File: config.mk
export PLATFORM = sky130hd
export DESIGN_NAME = xor_checked_frame_receiver
export DESIGN_NICKNAME = d
export VERILOG_FILES = /design/src/hw/rtl/xcfr_pkg.sv /design/src/hw/rtl/xcfr_capture.sv /design/src/hw/rtl/xcfr_out_reg.sv /design/src/hw/rtl/xor_checked_frame_receiver.sv
export SDC_FILE = /design/constraint.sdc
export NUM_CORES = 1
export LEC_CHECK = 0
export ABC_AREA = 1
export BUFFER_PORTS_ARGS = -buffer_cell sky130_fd_sc_hd__buf_2
export CORE_MARGIN = 2
export CORE_UTILIZATION = 30
export DETAILED_ROUTE_END_ITERATION = 7
export GPL_TIMING_DRIVEN = 1
export SLEW_MARGIN = 20
export SYNTH_ARGS = -nofsm -noshare
export SYNTH_HDL_FRONTEND = slang
export SYNTH_SLANG_ARGS = --single-unit
File: constraint.sdc
create_clock -name clk -period 2.83 [get_ports clk]
set_input_delay 0.1415 -clock clk [delete_from_list [all_inputs] [get_ports clk]]
set_output_delay 0.1415 -clock clk [all_outputs]
set_load 0.005 [all_outputs]
File: src/hw/rtl/xcfr_pkg.sv
// Shared constants and types for the XOR-checked frame receiver.
// No dependencies; imported by every module of the block.
package xcfr_pkg;

  localparam logic [7:0] FRAME_HEADER = 8'h5A;
  localparam logic [7:0] FRAME_TAIL   = 8'h5B;
  localparam int unsigned FRAME_LEN   = 8;
  // Bytes held before the last one; the last byte is checked on arrival.
  localparam int unsigned STORE_DEPTH = FRAME_LEN - 1;
  localparam int unsigned POS_W       = $clog2(FRAME_LEN);
  localparam int unsigned CSUM_IDX    = 6;

  typedef logic [7:0] byte_t;

  typedef struct packed {
    logic [7:0]  command;
    logic [15:0] data_first;
    logic [15:0] data_second;
    logic        checksum_ok;
  } frame_result_t;

endpackage

File: src/hw/rtl/xcfr_capture.sv
// Frame capture: header hunt, byte position counter, frame store and checksum.
// Depends on xcfr_pkg.
module xcfr_capture (
  input  logic                   clk,
  input  logic                   rst_n,
  input  logic                   byte_accept,
  input  xcfr_pkg::byte_t        rx_byte,
  output logic                   frame_done,
  output xcfr_pkg::frame_result_t frame_result
);
  import xcfr_pkg::*;

  logic                   capturing_r, capturing_nxt;
  logic [POS_W-1:0]       pos_r, pos_nxt;
  byte_t                  store_r [STORE_DEPTH];
  byte_t                  csum;

  localparam logic [POS_W-1:0] LAST_POS = POS_W'(FRAME_LEN - 1);

  always_comb begin
    capturing_nxt = capturing_r;
    pos_nxt       = pos_r;
    frame_done    = 1'b0;
    if (byte_accept) begin
      if (!capturing_r) begin
        if (rx_byte == FRAME_HEADER) begin
          capturing_nxt = 1'b1;
          pos_nxt       = POS_W'(1);
        end
      end else if (pos_r == LAST_POS) begin
        // last byte closes the frame whatever its value
        capturing_nxt = 1'b0;
        pos_nxt       = '0;
        frame_done    = (rx_byte == FRAME_TAIL);
      end else begin
        pos_nxt = pos_r + POS_W'(1);
      end
    end
  end

  always_ff @(posedge clk) begin
    if (!rst_n) begin
      capturing_r <= 1'b0;
      pos_r       <= '0;
    end else begin
      capturing_r <= capturing_nxt;
      pos_r       <= pos_nxt;
    end
  end

  // Header goes to entry 0 when idle; later bytes to their position.
  always_ff @(posedge clk) begin
    if (byte_accept) begin
      if (!capturing_r) begin
        if (rx_byte == FRAME_HEADER) begin
          store_r[0] <= rx_byte;
        end
      end else if (pos_r != LAST_POS) begin
        store_r[pos_r] <= rx_byte;
      end
    end
  end

  always_comb begin
    csum = rx_byte;
    for (int i = 0; i < STORE_DEPTH; i++) begin
      if (i != CSUM_IDX) begin
        csum = csum ^ store_r[i];
      end
    end
  end

  assign frame_result.command     = store_r[1];
  assign frame_result.data_first  = {store_r[2], store_r[3]};
  assign frame_result.data_second = {store_r[4], store_r[5]};
  assign frame_result.checksum_ok = (csum == store_r[CSUM_IDX]);

endmodule

File: src/hw/rtl/xcfr_out_reg.sv
// Result register with valid/ready handshake towards the consumer.
// Depends on xcfr_pkg.
module xcfr_out_reg (
  input  logic                    clk,
  input  logic                    rst_n,
  input  logic                    load,
  input  xcfr_pkg::frame_result_t load_data,
  output logic                    can_load,
  output logic                    out_valid,
  input  logic                    out_ready,
  output xcfr_pkg::frame_result_t out_data
);
  import xcfr_pkg::*;

  logic          valid_r, valid_nxt;
  frame_result_t data_r;

  // Free when empty or when the held request leaves this cycle.
  assign can_load = !valid_r || out_ready;

  always_comb begin
    valid_nxt = valid_r;
    if (out_ready) begin
      valid_nxt = 1'b0;
    end
    if (load) begin
      valid_nxt = 1'b1;
    end
  end

  always_ff @(posedge clk) begin
    if (!rst_n) begin
      valid_r <= 1'b0;
    end else begin
      valid_r <= valid_nxt;
    end
  end

  always_ff @(posedge clk) begin
    if (load) begin
      data_r <= load_data;
    end
  end

  assign out_valid = valid_r;
  assign out_data  = data_r;

endmodule

File: src/hw/rtl/xor_checked_frame_receiver.sv
// Top level of the XOR-checked frame receiver.
// Depends on xcfr_pkg, xcfr_capture and xcfr_out_reg.
//
//   Channel  Direction  Handshake                 Payload
//   in_      input      in_valid / in_ready       in_rx_byte[7:0]
//   out_     output     out_valid / out_ready     out_command[7:0], out_data_first[15:0],
//                                                 out_data_second[15:0], out_checksum_ok
//
// One byte request is taken every cycle while the result register is empty or
// being drained; the result of a frame is registered in the cycle after its tail byte is taken.
// Throughput is one byte per cycle while the single result register stage can load.
// Reset (rst_n low, synchronous) returns the receiver to header hunt and
// empties the result register; the frame store is not cleared.
// A stalled result holds in_ready low, so no byte is lost while out_ready is low.
module xor_checked_frame_receiver (
  input  logic        clk,
  input  logic        rst_n,
  input  logic        in_valid,
  output logic        in_ready,
  input  logic [7:0]  in_rx_byte,
  output logic        out_valid,
  input  logic        out_ready,
  output logic [7:0]  out_command,
  output logic [15:0] out_data_first,
  output logic [15:0] out_data_second,
  output logic        out_checksum_ok
);
  import xcfr_pkg::*;

  logic          byte_accept;
  logic          frame_done;
  logic          can_load;
  frame_result_t frame_result;
  frame_result_t out_data;

  // Accept a byte only when a result it may close has somewhere to go.
  assign in_ready    = can_load;
  assign byte_accept = in_valid && in_ready;

  xcfr_capture u_capture (
    .clk          (clk),
    .rst_n        (rst_n),
    .byte_accept  (byte_accept),
    .rx_byte      (in_rx_byte),
    .frame_done   (frame_done),
    .frame_result (frame_result)
  );

  // Hold a finished frame here until the consumer takes it.
  xcfr_out_reg u_out_reg (
    .clk       (clk),
    .rst_n     (rst_n),
    .load      (frame_done),
    .load_data (frame_result),
    .can_load  (can_load),
    .out_valid (out_valid),
    .out_ready (out_ready),
    .out_data  (out_data)
  );

  assign out_command     = out_data.command;
  assign out_data_first  = out_data.data_first;
  assign out_data_second = out_data.data_second;
  assign out_checksum_ok = out_data.checksum_ok;

endmodule
Yosys cells after proc, flatten, opt, wreduce, memory -nomap -nowiden
Memory sizes are Yosys's and may differ from the RTL's.
Cells that the tools add are included.
Cells by class
  $add $sub $neg: 1
  equality and inequality tests: 5
  mux-type cells: 21
  bitwise logic cells: 6
  reduce and logical (&&, ||, !) cells: 7
Operators with widths (count)
  8-bit bitwise XOR: 6
  8-bit by 7-bit equality test with 1-bit output, second input constant: 2
  1-bit 2-to-1 mux: 16
  3-bit 2-to-1 mux: 4
  8-bit equality test: 1
  8-bit 2-to-1 mux: 1
  8-bit OR reduction: 1
  2-bit nonzero test: 2
  3-bit by 1-bit adder with 3-bit output, second input constant: 1
  3-bit equality test, second input constant: 1
  3-bit inequality test, second input constant: 1
  2-bit AND reduction: 1
  1-bit logical AND: 1
  1-bit logical NOT: 1
  1-bit logical OR: 1
Storage, ports and cells
  bits in registers: 46
  bits in writable memories: 56
  output and inout port bits: 43
  logic and storage cells: 48
  memories kept: 1
Memory list
  u_capture.store_r: depth 7, bits a word 8, read ports 7, clocked after memory_dff 0, wr ports 1, line xcfr_capture.sv:15  | byte_t store_r [STORE_DEPTH];

Longest topological paths before layout
  depth in word-level cells: 7
  gate-level depth with buffers: 13

By module
A second synthesis with hierarchy kept.
Unflattened totals
  cell total of the unflattened synthesis: 363
  area, all modules: 4221.5 µm²
Modules (own cells, without submodules)
  xcfr_capture: instances 1, cells an instance 314, area an instance 2936.6 µm²
  xcfr_out_reg: instances 1, cells an instance 47, area an instance 1277.5 µm²
  xor_checked_frame_receiver: instances 1, cells an instance 2, area an instance 7.5 µm²

Worst setup path after synthesis
No wires, ideal clock.
  path kind: reg2reg
  from: register u_capture.pos_r[0]
  to: register u_out_reg.data_r, in the netlist u_out_reg.out_data[0], enable pin
  setup time: 0.404 ns
  arrival time: 2.053 ns
  required time: 2.426 ns
  path slack: 0.373 ns
  cell stages (with the launch flop): 6
  path buffers: 0
  clock period less this slack: 2.457 ns
  cell sequence: dfxtp_1 ha_1 ha_1 nand2_1 nor3_1 and2_1
On the way
  longest elaborated chain between the ends: 4
RTL lines
  from (decl): line xcfr_capture.sv:14  | logic [POS_W-1:0] pos_r, pos_nxt;
  from (signal assigned): line xcfr_capture.sv:47  | pos_r <= pos_nxt;
  3-bit equality test: line xcfr_capture.sv:30  | end else if (pos_r == LAST_POS) begin
  1-bit 2-to-1 mux: line xcfr_capture.sv:30
  1-bit 2-to-1 mux: line xcfr_capture.sv:25  | if (!capturing_r) begin
  1-bit 2-to-1 mux: line xcfr_capture.sv:24  | if (byte_accept) begin
  named net frame_done: line xor_checked_frame_receiver.sv:31  | logic frame_done;
  to (signal assigned): line xcfr_out_reg.sv:41  | data_r <= load_data;
  to (decl): line xcfr_out_reg.sv:16  | frame_result_t data_r;
The timed path passes the listed nets, and every way through them passes these cells.
A chain may end at the register's enable or synchronous reset.

Final worst setup path
  from: register u_capture.pos_r[0]
  to: register u_out_reg.out_data[3] (netlist name)
On the way
  longest elaborated chain between the ends: 4
RTL lines (line)
  3-bit equality test: xcfr_capture.sv:30
  1-bit 2-to-1 mux: xcfr_capture.sv:30
  1-bit 2-to-1 mux: xcfr_capture.sv:25
  1-bit 2-to-1 mux: xcfr_capture.sv:24
  named net frame_done: xor_checked_frame_receiver.sv:31
The timed path passes the listed nets, and every way through them passes these cells.

==> results.toml <==
[synthesis]
synth_area_sq_um = 4180
synth_area_per_cell_sq_um = 11.6
ys_types = 18
synth.net_count = 373
synth.top_cell.area_share_pct = 69.7
number_of_synthesized_flops_with_an_enable_pin = 97
post-synth-top-area-cell = "sky130_fd_sc_hd__edfxtp_1"
synth_top_cells_by_area = "sky130_fd_sc_hd__edfxtp_1 (70%), sky130_fd_sc_hd__nand2_1 (11%), sky130_fd_sc_hd__inv_1 (4.4%)"
synthesis.yosys.warnings = 0
synthesis.instances = 359
synth_seq_cells = 102
most_used_standard_cell_by_instance_count_after_synthesis = "sky130_fd_sc_hd__nand2_1"
synth-seq-area-share_pct = 72.1
post_synth_arst_share_pct = 0
synth_ff_type = "sky130_fd_sc_hd__edfxtp_1"
netlist_top_cells_count = "sky130_fd_sc_hd__nand2_1 (117), sky130_fd_sc_hd__edfxtp_1 (97), sky130_fd_sc_hd__inv_1 (49)"

[global_route]
antenna_found_initial = 0
groute.usage.overall_pct = 10.9
gr-max-usage-layer = "met2"
grt.met2_usage_pct = 16.8
wire_length_of_the_first_global_routing_pass_um = 12000
grt_start_max_net_pins = 28
grt_util_met3_pct = 2.43
use_met1_pct = 14.2
globalRoute.totalOverflow = 0
first_global_vias = 2420

[clocking]
clk_latency_ns = 0.34
cts_hold_buf = 0
post_cts_setup_buffer_count = 0
htree_num_levels = 3
cts.sink_count = 102
tritoncts = "done"
clock-root-buffer = "sky130_fd_sc_hd__clkbuf_16"
cts-root-to-sink-buffers = 2
clkTransAtPathRegs_ns = 0.07
number_of_cts_inserted_buffers = 9
postCtsResizedCells = 0

[floorplanning]
floorplan.rows = 43
core_area_sq_um = 13700
effective_utilization_at_floorplan_pct = 30.4
ioPinCount = 55
die_height_um = 122
die_x_um = 122
die_area_sq_um = 14900

[setup_path]
worst_ep_arrival_time_ns = 2.25
critical_path.endpoint_type = "flop"
crit_path_start_kind = "flop"
critical_path_class = "flop to flop"
critPathRequiredTime_ns = 2.87
crit_path_max_fanout = 27

[min_path]
worstHoldPathType = "primary input to flop"

[sta]
worst-slew-pin-transition_ns = 0.744
setup-tns-final_ns = 0
finalMaxSlewViolations = 0
hold_ws_ns = 0.0840
setup_viol = 0
timing.slew.headroom_pct = 50.2
rsz0062_at_grt = "false"
max_clock_freq_mhz = 452
worst_slack_ns = 0.619
clock_skew_after_layout_ns = 0.00587
final_critical_path_share_of_the_clock_period_pct = 78.1
final-hold-violation-count = 0
finalCriticalPeriod_ns = 2.21

[pwr]
max-vdd-ir-drop_v = 0.000311
p_leak_nw = 2.14
power_per_cell_area_nw_per_um2 = 591

[cells_and_area]
post_route_cells_drive_above_1_share_pct = 20.6
multi_input_combinational_cell_area_sq_um = 958
n_diodes = 0
final_nets = 446
filler_cell_count = 1304
syn2layout_area_growth_pct = 21.6
non_filler_instance_count_after_layout = 617
final_core_util_pct = 37.0
sequential_cell_area_sq_um = 3010

[drt]
drc = 0
antenna_left = 0
post_drt_wl_per_cell_um = 12.6
vias_per_cell = 4.20
route.vias.total = 2591
route.final.wire_length_um = 7790
drt-pass1-iter-count = 4
drt_first_iter_violations = 170

[place]
final_hpwl_dp_um = 5500
post-place-cells = 601
routabilityCongestion = 0.741
pre_cts_slack_ns = 0.629
place.port_buffers = 54

[flow_run]
timing.max_cap.violations = 0

[outcome]
run_status = "finished clean"
==> per-stage QoR <==
step	power, mW	area, sq um
after floorplan	1.69	4180
after global placement	1.72	4750
after detailed placement	1.72	4750
after CTS	3.03	5080
after global routing	3.10	5080
final	3.00	5080
==> cell usage in the layout (no fill, tap or decap), drive strengths merged <==
cell / count
clkinvlp: 1
and2: 1
nand2: 121
xor2: 11
a21oi: 5
nand3: 35
nor3: 2
clkbuf: 14
nor2: 12
buf: 62
ha: 2
or2: 1
xnor2: 3
dfxtp: 5
edfxtp: 97
nand3b: 9
inv: 56
==> layout make-up <==
type	instances	share of cell area [%]
flip-flops and latches	102	59.3
multi-input cells	202	18.9
repair buffers	62	6.75
clock buffers	14	6.26
well taps	180	4.43
inverters	55	4.06
clock inverters	2	0.320
==> cell families (layout without fill, tap and decap cells) <==
group                    Yosys count  in the layout  share of synthesized area, %
adder cells (fa/ha/maj)            2              2                         0.599
XOR/XNOR                          14             14                          2.94
AND/OR/NAND/NOR                  181            181                          18.8
buffers and inverters             55            133                          4.94
AO/OA/AOI/OAI                      5              5                         0.599
flip-flops                       102            102                          72.1
==> state kept, by name, indices dropped and copies added, names as in the netlist <==
| signal | count |
|---|---|
| u_capture.pos_r | 3 |
| u_out_reg.out_data | 41 |
| u_out_reg.out_valid | 1 |
| u_capture.capturing_r | 1 |
| u_capture.store_r | 56 |
==> critical path, stage by stage, from the launching register on <==
cell and delay [ns]:
sky130_fd_sc_hd__dfxtp_1 0.44, sky130_fd_sc_hd__ha_1 0.20, sky130_fd_sc_hd__ha_1 0.22, sky130_fd_sc_hd__nand2_1 0.11, sky130_fd_sc_hd__nor3_1 0.21, sky130_fd_sc_hd__and2_2 0.47, sky130_fd_sc_hd__buf_12 0.25
==> power breakdown <==
part	internal (mW)	switching, mW
logic	0.0156	0.0325
clock network	0.785	0.529
registers	1.64	0.000212
==> final timing paths <==
kind,cells after the start,endpoint,startpoint,slack [ns]
worst max-delay path,6,u_out_reg.out_data[3],u_capture.pos_r[0],0.62
worst min-delay path,4,u_out_reg.out_valid,out_ready,0.08
worst max register to register,6,u_out_reg.out_data[3],u_capture.pos_r[0],0.62
worst min register to register,0,u_out_reg.out_data[23],u_capture.store_r[3][6],0.49
==> routing by layer <==
layer  up-vias  share of wire (%)
li1       1330                  -
met4         0                1.8
met2        56                 46
met1      1193                 47
met5         -                  0
met3        12                5.5
Note: power is estimated with default switching activity, not from simulation.
